===== config.mk =====
export PLATFORM = sky130hd
export DESIGN_NAME = argb_pixel_blend_modes
export DESIGN_NICKNAME = d
export VERILOG_FILES = /design/src/rtl/apbm_pkg.sv /design/src/rtl/argb_pixel_blend_modes.sv
export SDC_FILE = /design/constraint.sdc
export NUM_CORES = 1
export LEC_CHECK = 0
export BUFFER_PORTS_ARGS = -buffer_cell sky130_fd_sc_hd__buf_2
export CORE_MARGIN = 2
export CORE_UTILIZATION = 55
export CTS_BUF_LIST = sky130_fd_sc_hd__clkbuf_16
export DETAILED_ROUTE_END_ITERATION = 8
export GPL_TIMING_DRIVEN = 0
export PLACE_DENSITY = 0.75
export SYNTH_ARGS = -nofsm -noshare
export SYNTH_HDL_FRONTEND = slang
export SYNTH_SLANG_ARGS = --single-unit
export TNS_END_PERCENT = 50

===== constraint.sdc =====
create_clock -name clock -period 9 [get_ports clock]
set_clock_uncertainty 0.15 [all_clocks]
set_input_delay 1.8 -clock clock [delete_from_list [all_inputs] [get_ports clock]]
set_output_delay 1.8 -clock clock [all_outputs]
set_load 0.02 [all_outputs]

===== src/rtl/apbm_pkg.sv =====
// Package for the ARGB pixel blender: mode codes, pixel masks and bytewise helpers.
// No dependencies.
`default_nettype none

package apbm_pkg;

   localparam int unsigned PIXEL_W = 32;
   localparam int unsigned SCALE_W = 8;
   localparam int unsigned MODE_W  = 4;
   localparam int unsigned REQ_W   = 2 * PIXEL_W + SCALE_W;

   localparam logic [PIXEL_W-1:0] ALPHA_MASK  = 32'hFF00_0000;
   localparam logic [PIXEL_W-1:0] COLOUR_MASK = 32'h00FF_FFFF;
   localparam logic [15:0]        ROUND_BIAS  = 16'h00FF;

   typedef enum logic [MODE_W-1:0] {
      MODE_XOR            = 4'd0,
      MODE_DIRECT_XOR     = 4'd1,
      MODE_OVERLAY        = 4'd2,
      MODE_ADDITIVE       = 4'd3,
      MODE_ADDITIVE_PAINT = 4'd4,
      MODE_REPLACE        = 4'd5,
      MODE_INVERT_DROP    = 4'd6,
      MODE_DROP           = 4'd7,
      MODE_REPLACE_ALPHA  = 4'd8,
      MODE_XOR_ALL        = 4'd9,
      MODE_INVERTED_DRAW  = 4'd10,
      MODE_PAINT          = 4'd11
   } mode_type;

   // per-byte unsigned add, clamped at 255
   function automatic logic [23:0] add_sat_colour(input logic [23:0] x, input logic [23:0] y);
      logic [23:0] r;
      logic [8:0]  s;
      r = '0;
      for (int i = 0; i < 3; i++) begin
         s = {1'b0, x[i*8 +: 8]} + {1'b0, y[i*8 +: 8]};
         r[i*8 +: 8] = s[8] ? 8'hFF : s[7:0];
      end
      return r;
   endfunction

   // per-byte subtract, wrapping mod 256
   function automatic logic [PIXEL_W-1:0] sub_wrap_bytes(input logic [PIXEL_W-1:0] x,
                                                         input logic [PIXEL_W-1:0] y);
      logic [PIXEL_W-1:0] r;
      r = '0;
      for (int i = 0; i < 4; i++) begin
         r[i*8 +: 8] = x[i*8 +: 8] - y[i*8 +: 8];
      end
      return r;
   endfunction

endpackage

`default_nettype wire


===== src/rtl/argb_pixel_blend_modes.sv =====
// ARGB8888 pixel blender, top level: three-stage pipeline from request stream to result.
// Depends on apbm_pkg.
//
// One blended pixel per clock while rsp_tready is high; an accepted item passes the
// stage one and two registers into the result register. Stage one registers the item
// with its 8x8 alpha product, stage two rounds it to the scaled alpha and, in XOR and
// additive modes, masks top with it and base with its inverse, stage three selects the
// mode's result. The whole pipeline, empty slots included, holds while a result waits on
// rsp_tready; req_tready is high whenever the result register is empty or being taken.
`default_nettype none

module argb_pixel_blend_modes (
   input  wire logic                          clock,
   input  wire logic                          reset,
   input  wire logic                          req_tvalid,
   output      logic                          req_tready,
   // top_pixel [31:0], base_pixel [63:32], alpha_scale [71:64]
   input  wire logic [apbm_pkg::REQ_W-1:0]    req_tdata,
   // mode [3:0]
   input  wire logic [apbm_pkg::MODE_W-1:0]   req_tuser,
   output      logic                          rsp_tvalid,
   input  wire logic                          rsp_tready,
   // blended_pixel [31:0]
   output      logic [apbm_pkg::PIXEL_W-1:0]  rsp_tdata
);
   import apbm_pkg::*;

   logic advance;

   logic               s1_valid_ff, s1_valid_in;
   logic [PIXEL_W-1:0] s1_top_ff, s1_base_ff;
   logic [MODE_W-1:0]  s1_mode_ff;
   logic [15:0]        s1_prod_ff, s1_prod_in;

   logic               s2_valid_ff;
   logic [PIXEL_W-1:0] s2_top_ff, s2_top_in;
   logic [PIXEL_W-1:0] s2_base_ff, s2_base_in;
   logic [MODE_W-1:0]  s2_mode_ff;
   logic [7:0]         s2_sa_ff, s2_sa_in;
   logic [15:0]        s1_round;

   logic               s3_valid_ff;
   logic [PIXEL_W-1:0] s3_pix_ff, s3_pix_in;
   logic [PIXEL_W-1:0] s2_mask;

   assign advance    = !s3_valid_ff || rsp_tready;
   assign req_tready = advance;
   assign rsp_tvalid = s3_valid_ff;
   assign rsp_tdata  = s3_pix_ff;

   // stage 1: alpha product
   assign s1_valid_in = req_tvalid;
   assign s1_prod_in  = {8'h00, req_tdata[31:24]} * {8'h00, req_tdata[71:64]};

   // stage 2: scaled alpha and colour masking
   assign s1_round = s1_prod_ff + ROUND_BIAS;
   assign s2_sa_in = s1_round[15:8];

   always_comb begin
      s2_top_in  = s1_top_ff;
      s2_base_in = s1_base_ff;
      if (s1_mode_ff == MODE_XOR || s1_mode_ff == MODE_ADDITIVE) begin
         s2_top_in  = s1_top_ff & {8'h00, {3{s2_sa_in}}};
         s2_base_in = s1_base_ff & ~{8'h00, {3{s2_sa_in}}};
      end
   end

   // stage 3: mode select
   assign s2_mask = {8'h00, {3{s2_sa_ff}}};

   always_comb begin
      unique case (s2_mode_ff) inside
         MODE_XOR, MODE_DIRECT_XOR: begin
            s3_pix_in = s2_base_ff ^ (s2_top_ff & COLOUR_MASK);
         end
         MODE_OVERLAY: begin
            s3_pix_in = (s2_sa_ff != 8'd0)
                        ? ((s2_top_ff & COLOUR_MASK) | (s2_base_ff & ALPHA_MASK))
                        : s2_base_ff;
         end
         MODE_ADDITIVE, MODE_ADDITIVE_PAINT: begin
            s3_pix_in = {s2_base_ff[31:24], add_sat_colour(s2_top_ff[23:0], s2_base_ff[23:0])};
         end
         MODE_REPLACE: begin
            s3_pix_in = s2_top_ff;
         end
         MODE_INVERT_DROP: begin
            s3_pix_in = (s2_base_ff & COLOUR_MASK) | (~s2_top_ff & ALPHA_MASK);
         end
         MODE_DROP: begin
            s3_pix_in = (s2_base_ff & COLOUR_MASK) | (s2_top_ff & ALPHA_MASK);
         end
         MODE_REPLACE_ALPHA: begin
            s3_pix_in = {s2_sa_ff, s2_top_ff[23:0]};
         end
         MODE_XOR_ALL: begin
            s3_pix_in = s2_top_ff ^ s2_base_ff;
         end
         MODE_INVERTED_DRAW: begin
            s3_pix_in = sub_wrap_bytes(s2_base_ff, s2_mask);
         end
         MODE_PAINT: begin
            s3_pix_in = (s2_base_ff & ALPHA_MASK) | (s2_top_ff & COLOUR_MASK);
         end
         default: begin
            s3_pix_in = '0;
         end
      endcase
   end

   always_ff @(posedge clock) begin
      if (reset) begin
         s1_valid_ff <= 1'b0;
         s2_valid_ff <= 1'b0;
         s3_valid_ff <= 1'b0;
      end else if (advance) begin
         s1_valid_ff <= s1_valid_in;
         s2_valid_ff <= s1_valid_ff;
         s3_valid_ff <= s2_valid_ff;
      end
   end

   always_ff @(posedge clock) begin
      if (advance) begin
         s1_top_ff  <= req_tdata[31:0];
         s1_base_ff <= req_tdata[63:32];
         s1_mode_ff <= req_tuser;
         s1_prod_ff <= s1_prod_in;
         s2_top_ff  <= s2_top_in;
         s2_base_ff <= s2_base_in;
         s2_mode_ff <= s1_mode_ff;
         s2_sa_ff   <= s2_sa_in;
         s3_pix_ff  <= s3_pix_in;
      end
   end

`ifndef SYNTHESIS
   // a stall freezes every stage
   a_stall_holds: assert property (@(posedge clock) disable iff (reset)
      !advance |=> $stable(s1_valid_ff) && $stable(s2_valid_ff) && $stable(s2_sa_ff))
      else $error("pipeline moved during stall");

   // full scaled alpha needs full top alpha and full scale
   a_sa_full: assert property (@(posedge clock) disable iff (reset)
      s1_valid_ff && s1_round[15:8] == 8'hFF |-> s1_prod_ff == 16'hFE01)
      else $error("scaled alpha saturated from partial inputs");

   // undefined modes give zero
   a_undef_zero: assert property (@(posedge clock) disable iff (reset)
      advance && s2_valid_ff && s2_mode_ff[3] && s2_mode_ff[2] |=> rsp_tdata == '0)
      else $error("undefined mode gave nonzero pixel");

   // an accepted item reaches stage one
   a_accept_enters: assert property (@(posedge clock) disable iff (reset)
      req_tvalid && req_tready |=> s1_valid_ff)
      else $error("accepted item lost at stage one");
`endif

endmodule

`default_nettype wire

==> Word level (Yosys, flattened, before mapping) <==
Cells that the tools add are included.
{ "totals": {"mem_bits_ro": 0, "regBits": 195, "latchBits": 0, "n_memories": 0, "output_inout_bits": 34, "ramBits": 0} }
{ "classes": {"div": 0, "addsub": 7, "mul": 1, "mux": 7, "n_bitwise": 9, "shift": 0, "magnitude_cmp": 0, "eq_ne": 12, "reduce_logical": 8} }
{ "ops": {"columns": ["op", "count"], "rows": [
  ["$pmux W32 S10", 1],
  ["$mux W32", 3],
  ["$or A24 B32 Y32", 2],
  ["$and A32 B24 Y32", 1],
  ["$and A32 B32 Y32", 1],
  ["$not A24 Y32", 1],
  ["$not A32 Y32", 1],
  ["$or A32 B24 Y32", 1],
  ["$xor A32 B24 Y32", 1],
  ["$xor A32 B32 Y32", 1],
  ["$add A8 B8 Y9", 3],
  ["$mux W8", 3],
  ["$sub A8 B8 Y8", 3],
  ["$add A16 B8 Y16 const B", 1],
  ["$eq A4 B3 Y1 const B", 4],
  ["$eq A4 B4 Y1 const B", 4],
  ["$mul A8 B8 Y16", 1],
  ["$eq A4 B2 Y1 const B", 3],
  ["$logic_not A4 Y1", 2],
  ["$reduce_bool A8 Y1", 1],
  ["$eq A4 B1 Y1 const B", 1],
  ["$reduce_or A2 Y1", 2],
  ["$logic_or A1 B1 Y1", 2],
  ["$logic_not A1 Y1", 1]
]} }

==> Depth between registers and ports, before layout <==
Gate-level depths: netlist (run 1).
{ "logic_depth": {"depth_word": 4, "ltp_mapped": 16, "ltp_nobuf": 16} }

==> Worst setup path after synthesis (run 1) <==
Ideal clock, no wire load.
{ "synth_timing": {"kind": "input to output", "startpoint": "input rsp_tready", "endpoint": "output req_tready", "stages": 1, "t_arrival_ps": 6632, "path_slack_ps": 418, "required_ps": 7050, "path_buffers": 0, "cell_sequence": "nand2b_1"} }
{ "synth_between": {"elab_chain_len": 1} }
{ "synth_rtl": {"columns": ["element", "line", "rtl"], "rows": [
  ["from (decl)", "argb_pixel_blend_modes.sv:22", "input wire logic rsp_tready,"],
  ["$logic_or A1 B1 Y1", "argb_pixel_blend_modes.sv:46", "assign advance = !s3_valid_ff || rsp_tready;"],
  ["to (decl)", "argb_pixel_blend_modes.sv:16", "output logic req_tready,"]
]} }
Every way passes these cells.

==> Worst setup path after layout (run 1) <==
{ "layout_timing": {"startpoint": "input req_tdata[29] in the netlist's numbering", "endpoint": "register s1_prod_ff[13] (data pin)"} }
{ "layout_between": {"elab_chain_len": 1} }
{ "layout_rtl": {"columns": ["element", "line", "rtl"], "rows": [
  ["from (decl)", "argb_pixel_blend_modes.sv:18", "input wire logic [apbm_pkg::REQ_W-1:0] req_tdata,"],
  ["$mul A8 B8 Y16", "argb_pixel_blend_modes.sv:53", "assign s1_prod_in = {8'h00, req_tdata[31:24]} * {8'h00, req_tdata[71:64]};"],
  ["via s1_prod_in[13]", "argb_pixel_blend_modes.sv:33", "logic [15:0] s1_prod_ff, s1_prod_in;"],
  ["to (signal assigned)", "argb_pixel_blend_modes.sv:128", "s1_prod_ff <= s1_prod_in;"],
  ["to (decl)", "argb_pixel_blend_modes.sv:33", null]
]} }
The timed path passes the listed nets, and every way through them passes these cells.
A chain may end at the register's enable or synchronous reset.

==> results of run 1 <==
[area by class of cell]
class                           instances  area share [%]
Clock buffer                           17            3.25
Buffer                                 20           0.707
Timing Repair Buffer                  115            4.74
Sequential cell                       195            44.5
Tap cell                              270            2.58
Clock inverter                         15            1.24
Multi-Input combinational cell        671            40.5
Inverter                               87            2.49
[worst max-delay path, stage by stage]
cell and delay (ns):
buf_2 0.21, nand2_1 0.11, fa_1 0.52, fa_1 0.54
inv_1 0.05, fa_1 0.47, inv_1 0.05, fa_1 0.47
inv_1 0.04, ha_1 0.31, o21ai_0 0.23, a21o_1 0.14
a211o_1 0.21, or4b_2 0.60, o211ai_1 0.11
[metal layers]
layer	vias to the layer above	global-route usage (%)
met5	-	0
met4	0	8.43
met3	42	4.68
met2	327	37.6
met1	3890	33.5
li1	3812	-
[sequential cells by signal (all words and copies together), names as in the netlist]
| register | count |
|---|---|
| rsp_tdata | 32 |
| rsp_tvalid | 1 |
| s1_top_ff | 32 |
| s1_prod_ff | 16 |
| s2_sa_ff | 8 |
| s1_mode_ff | 4 |
| s2_mode_ff | 4 |
| s1_base_ff | 32 |
| s2_valid_ff | 1 |
| s2_base_ff | 32 |
| s2_top_ff | 32 |
| s1_valid_ff | 1 |
[power groups by stage]
stage	Combinational [uW]	Sequential, uW	Clock (uW)
after detailed placement	1170	1300	0
after CTS	1180	1280	760
final	1190	1280	750
after floorplan	838	1320	0
after global routing	1330	1290	791
after global placement	1140	1300	0
[worst max-delay path by stage]
stage | startpoint | end | slack, ns | cells after the start
floorplan | rsp_tready | req_tready | 0.42 | 1
global placement | rsp_tready | req_tready | -1.86 | 3
detailed placement | req_tdata[29] | s1_prod_ff[13] | 2.82 | 15
CTS | req_tdata[29] | s1_prod_ff[13] | 3.27 | 15
global route | req_tdata[29] | s1_prod_ff[13] | 3.05 | 15
finish | req_tdata[29] | s1_prod_ff[13] | 3.28 | 15
[metrics by stage]
stage	TNS [ns]	hold WS, ns	util [%]
CTS	0	0.272	64.1
detailed placement	0	0.255	61.2
global route	0	0.276	64.1
floorplan	0	0.250	-
global placement	-1.86	0.252	60.9
finish	0	0.272	64.1
[layout by cell type, fill, tap and decap left out, types with 12 or more instances in the layout]
master	Yosys	layout
nand3_1	23	23
a21oi_1	31	31
and2_1	82	82
ha_1	81	81
a21o_1	12	12
o21a_1	12	12
a222oi_1	18	18
fa_1	42	42
edfxtp_1	192	192
nor2b_1	33	33
xor2_1	21	21
xnor2_1	31	31
o211ai_1	13	13
buf_2	2	115
clkbuf_1	12	12
clkbuf_16	0	17
inv_1	87	87
o21ai_0	46	46
nand2_1	56	56
nor2_1	54	54
[kinds of logic (layout without fill, tap and decap cells)]
logic type,after synthesis,in the layout,share of synthesized area (%)
and+or+nand+nor,297,297,13.7
AOI/OAI and AO/OA,196,196,11.9
DFF,195,195,50.5
adders and majority gates,123,123,16.1
buffers and inverters,107,254,3.63
xor gates and xnor gates,52,52,3.95
muxes,3,3,0.260
==> run_results.csv, run 1 <==
group,metric,value,unit
drt,first_pass_iters,6,
clock_tree,clk_pin_slew,0.07,ns
global_routing,antenna_found_initial,0,
finish,stdcell_area,0.0131,mm^2
synthesis,syn-num-nets,1176,
synthesis,yosysWarnings,0,
power_and_ir_drop,internal_power,2060,uW
power_and_ir_drop,pwr-share-seq,39.7,%
floorplan,initial_core_util,56.5,%
finish,diodes,0,
finish,instances_no_fill,1390,
min_path,hold_path_end,"s2_base_ff[30]",
place,post_dp_cell_area,0.0125,mm^2
drt,top_layer,"met4",
worst_setup_path,crit_required,9.14,ns
global_routing,grt_max_degree,68,
synthesis,synthTopCellsByCount,"192 x edfxtp_1, 87 x inv_1, 82 x and2_1, 81 x ha_1, 56 x nand2_1",
synthesis,ys.flop_type,"edfxtp_1",
timing,setup_viol,0,
synthesis,synthDominantCellAreaShare,50.0,%
finish,area.growth.synth_to_final,13.5,%
worst_setup_path,crit_path_start_kind,"input port",
clock_tree,cts_buffer_depth,2,
power_and_ir_drop,leakagePower,0.00556,uW
floorplan,num_rows,52,
place,pre_cts_slack,2.82,ns
synthesis,syn_inst,973,
finish,seqCellArea,0.00583,mm^2
worst_setup_path,crit_path_max_fanout,9,
clock_tree,tritoncts,"built",
global_routing,grt_use_total,23.9,%
drt,ant_nets,0,
floorplan,die_area,0.0221,mm^2
finish,fillers,1582,
synthesis,async_flop_share,0,%
synthesis,synth-edff-count,192,
clock_tree,cts_resized,0,
finish,nNetsFinal,1310,
timing,setup_ws,3.28,ns
timing,slew_viol_final,0,
finish,multi_input_area,0.00530,mm^2
min_path,hp-start,"s1_base_ff[30]",
min_path,min_path_cells,0,
job,max_cap_viol_count,0,
synthesis,synthMostInstantiatedCell,"edfxtp_1",
timing,max-slew-margin-rel,41.5,%
worst_setup_path,worstReg2RegEnd,"rsp_tdata[15]",
drt,wl_met3,2130,um
floorplan,die_h,149,um
status,status,"finished, final reports clean",
place,dp_hpwl,18800,um
power_and_ir_drop,ir_worst_vdd,0.114,mV
clock_tree,cts_hold_buf,0,
power_and_ir_drop,p_per_area,246,mW/mm^2
power_and_ir_drop,power_switching,1160,uW
floorplan,die_x,149,um
clock_tree,cts_buffers,17,
global_routing,grt_pass1_wl,40200,um
drt,drt_first_iter_violations,702,
worst_setup_path,cp.arrival,5.85,ns
global_routing,grt_pass1_vias,7759,
drt,met2WireLength,11800,um
clock_tree,htree_num_levels,4,
power_and_ir_drop,p_sw_share,36.1,%
drt,drt_wl_total,25500,um
power_and_ir_drop,p_clk_share,23.3,%
synthesis,syn_avg_cell_area,11.9,um^2
min_path,worstHoldPathType,"reg -> reg",
worst_setup_path,endpoint_kind,"flip-flop",
place,gp_congestion,0.898,
timing,fin_crit_sh,63.5,%
drt,num_vias,8071,
place,dpl.cell_count,1358,
timing,worst_slew_pin_slew,0.877,ns
power_and_ir_drop,total_power,3220,uW
finish,drive_above_1_share,14.9,%
clock_tree,clock_latency,0.44,ns
worst_setup_path,worst-setup-path-type,"in -> reg",
drt,wl_per_cell,18.4,um
timing,hold_violations,0,
global_routing,grt-ovfl-total,0,
drt,vias_per_cell,5.81,
place,io_buffers,113,
timing,clock.fmax,175,MHz
power_and_ir_drop,p_comb_share,37.0,%
floorplan,ios,114,
worst_setup_path,rr_startpoint,"s2_base_ff[10]",
synthesis,synth_top_cell_by_area,"edfxtp_1",
worst_setup_path,reg2reg_setup_slack,6.01,ns
timing,fin_crit,5.72,ns
synthesis,ys_seq_elements,195,
drt,wl_met1,11000,um
floorplan,core-area,0.0204,mm^2
clock_tree,cts_sinks,195,
clock_tree,cts_root_buffer,"clkbuf_16",
drt,drc,0,
worst_setup_path,reg2reg_depth,7,
synthesis,syn_area,0.0115,mm^2
synthesis,yosysSeqAreaShare,50.5,%
synthesis,synth_cell_types,65,
synthesis,netlist_top_cells_area,"edfxtp_1 50%, ha_1 8.8%, fa_1 7.3%",
timing,grt_setup_unrepaired,"false",
clock_tree,cts_setup_buffers,0,
Power figures use the tool's default switching activity.
==> inputs of run 2 (changes only) <==
--- a/config.mk
+++ b/config.mk
@@ -7,11 +7,11 @@
 export LEC_CHECK = 0
 export BUFFER_PORTS_ARGS = -buffer_cell sky130_fd_sc_hd__buf_2
 export CORE_MARGIN = 2
-export CORE_UTILIZATION = 55
+export CORE_UTILIZATION = 54
 export CTS_BUF_LIST = sky130_fd_sc_hd__clkbuf_16
 export DETAILED_ROUTE_END_ITERATION = 8
 export GPL_TIMING_DRIVEN = 0
-export PLACE_DENSITY = 0.75
+export PLACE_DENSITY = 0.77
 export SYNTH_ARGS = -nofsm -noshare
 export SYNTH_HDL_FRONTEND = slang
 export SYNTH_SLANG_ARGS = --single-unit
==> constraint.sdc (replaced) <==
create_clock -name clock -period 4.9 [get_ports clock]
set_clock_uncertainty 0.15 [all_clocks]
set_input_delay 0.98 -clock clock [delete_from_list [all_inputs] [get_ports clock]]
set_output_delay 0.98 -clock clock [all_outputs]
set_load 0.02 [all_outputs]
==> run 2 against run 1 <==
Against the previous run: via count is 0.83% lower; setup slack got worse by 3.2 ns; wire length shrank 1.2%; critical path type unchanged; critical endpoint is now s1_prod_ff[15]; largest power group unchanged.
==> run_results.csv, run 2 (synthesized netlist as in run 1, its figures left out) <==
group,metric,value,unit
timing,fin_crit_sh,97.4,%
worst_setup_path,critPathSlowestCell,"fa_1",
clock_tree,htree_num_levels,4,
clock_tree,clk_pin_slew,0.08,ns
drt,vias_per_cell,5.73,
global_routing,grt_pass1_wl,39400,um
finish,stdcell_area,0.0132,mm^2
drt,drt_first_iter_violations,827,
floorplan,die_h,150,um
drt,wl_met3,2020,um
worst_setup_path,crit_path_start_kind,"input port",
timing,setup_ws,0.127,ns
finish,area.growth.synth_to_final,14.0,%
worst_setup_path,max_stage_delay,0.54,ns
clock_tree,clock_latency,0.45,ns
worst_setup_path,cp_top_family,"adder cells",
worst_setup_path,worst_path_most_repeated_cell,"fa_1",
drt,num_vias,8004,
timing,setup_viol,0,
floorplan,initial_core_util,54.9,%
drt,wl_per_cell,18.1,um
drt,met2WireLength,11800,um
timing,hold_violations,0,
power_and_ir_drop,ir_worst_vdd,0.242,mV
finish,diodes,0,
global_routing,grt_pass1_vias,7640,
drt,drc,0,
floorplan,die_x,150,um
worst_setup_path,reg2reg_depth,9,
worst_setup_path,rr_startpoint,"s2_base_ff[0]",
finish,drive_above_1_share,15.2,%
place,dp_hpwl,18800,um
floorplan,ios,114,
floorplan,core-area,0.0210,mm^2
clock_tree,cts_root_buffer,"clkbuf_16",
timing,hold_ws,0.273,ns
drt,drt_wl_total,25200,um
min_path,min_path_cells,0,
place,post_dp_cell_area,0.0125,mm^2
finish,final_cell_mix,"192 x edfxtp_1, 114 x buf_2, 87 x inv_1",
min_path,hp-start,"s1_base_ff[25]",
clock_tree,cts_hold_buf,0,
status,status,"finished, final reports clean",
place,io_buffers,113,
timing,fin_crit,4.77,ns
worst_setup_path,endpoint_kind,"flip-flop",
global_routing,grt_use_total,23.2,%
timing,max-slew-margin-rel,44.7,%
floorplan,num_rows,53,
worst_setup_path,path_cells,"clkbuf_4 > nand2_1 > fa_1 > fa_1 > inv_1 > fa_1 > inv_1 > fa_1 > inv_1 > ha_1 > o21ai_2 > a21o_1 > a211o_1 > mux2i_1 > a2111oi_1",
place,pre_cts_slack,-0.475,ns
min_path,worstHoldPathType,"reg -> reg",
power_and_ir_drop,leakagePower,0.00559,uW
drt,wl_met1,10800,um
clock_tree,cts_sinks,195,
worst_setup_path,cp.arrival,4.85,ns
timing,clock.fmax,210,MHz
min_path,hold_path_end,"s2_base_ff[25]",
drt,top_layer,"met4",
job,max_cap_viol_count,0,
drt,ant_nets,0,
clock_tree,cts_buffer_depth,2,
global_routing,grt_max_degree,74,
worst_setup_path,crit_required,4.97,ns
global_routing,antenna_found_initial,0,
worst_setup_path,worstReg2RegEnd,"rsp_tdata[6]",
finish,nNetsFinal,1312,
floorplan,die_area,0.0225,mm^2
finish,layout_commonest_cell,"edfxtp_1",
place,gp_congestion,0.919,
worst_setup_path,path_buf_inv,4,
worst_setup_path,crit_path_max_fanout,9,
clock_tree,cts_buffers,17,
drt,first_pass_iters,8,
clock_tree,tritoncts,"built",
global_routing,grt-ovfl-total,0,
power_and_ir_drop,p_per_area,455,mW/mm^2
worst_setup_path,reg2reg_setup_slack,1.88,ns
timing,slew_viol_final,0,
worst_setup_path,worst-setup-path-type,"in -> reg",
timing,worst_slew_pin_slew,0.821,ns
run 2: cell count changes in the layout (fill, tap and decap cells not counted), sizes merged:
cell / delta
clkbuf: +2
clkinv: +1
clkinvlp: -1
run 2: layer usage:
layer	global-route usage (%)	vias to the layer above
met5	0	-
met4	7.59	0
met3	5.18	37
met2	36.9	339
met1	31.8	3810
li1	-	3818
run 2: how the worst max path moves through the flow:
stage	start	to	slack [ns]	cells after the start
after floorplan	req_tdata[66]	s1_prod_ff[13]	-0.01	14
after CTS	req_tdata[29]	s1_prod_ff[13]	0.05	15
after global placement	rsp_tready	req_tready	-1.08	3
after global routing	req_tdata[29]	s1_prod_ff[13]	-0.004	15
final	req_tdata[29]	s1_prod_ff[15]	0.13	15
after detailed placement	req_tdata[29]	s1_prod_ff[13]	-0.48	15
run 2: final cells by class:
class / count / area, um^2
fillers: 1609 / 7870
flip-flops and latches: 195 / 5830
multi-input cells: 671 / 5310
repair buffers: 117 / 638
clock buffers: 17 / 425
well taps: 275 / 344
inverters: 87 / 327
clock inverters: 15 / 191
plain buffers: 20 / 92.6
run 2: where the power goes:
part	switching (uW)	internal [uW]
clock network	718	704
registers	168	2180
logic	1280	929
total	2170	3820
run 2: through the flow:
step | utilization, % | cells | TNS (ns) | power [uW]
floorplan | - | 973 | -0.0127 | 3960
global placement | 59.2 | 1361 | -12.34 | 4470
detailed placement | 59.5 | 1363 | -1.55 | 4550
CTS | 62.4 | 1395 | 0 | 5980
global route | 62.6 | 1397 | -0.00372 | 6350
finish | 62.6 | 1397 | 0 | 5980
run 2: worst reg2reg max path: cells and delay by family, from the launching register on:
| family | cells | cell delay [ns] |
|---|---|---|
| buffers and inverters | 1 | 0.06 |
| DFF | 1 | 0.38 |
| adders and majority gates | 2 | 0.62 |
| and+or+nand+nor | 1 | 0.19 |
| AOI/OAI and AO/OA | 5 | 1.43 |
run 2: repair_timing:
action | 4_1_cts | 5_1_grt
gates resized for setup | 1 | 4
setup endpoints to repair | 1 | 3
cloned | 0 | 0
pin swaps | 0 | 1
setup buffers | 0 | 1
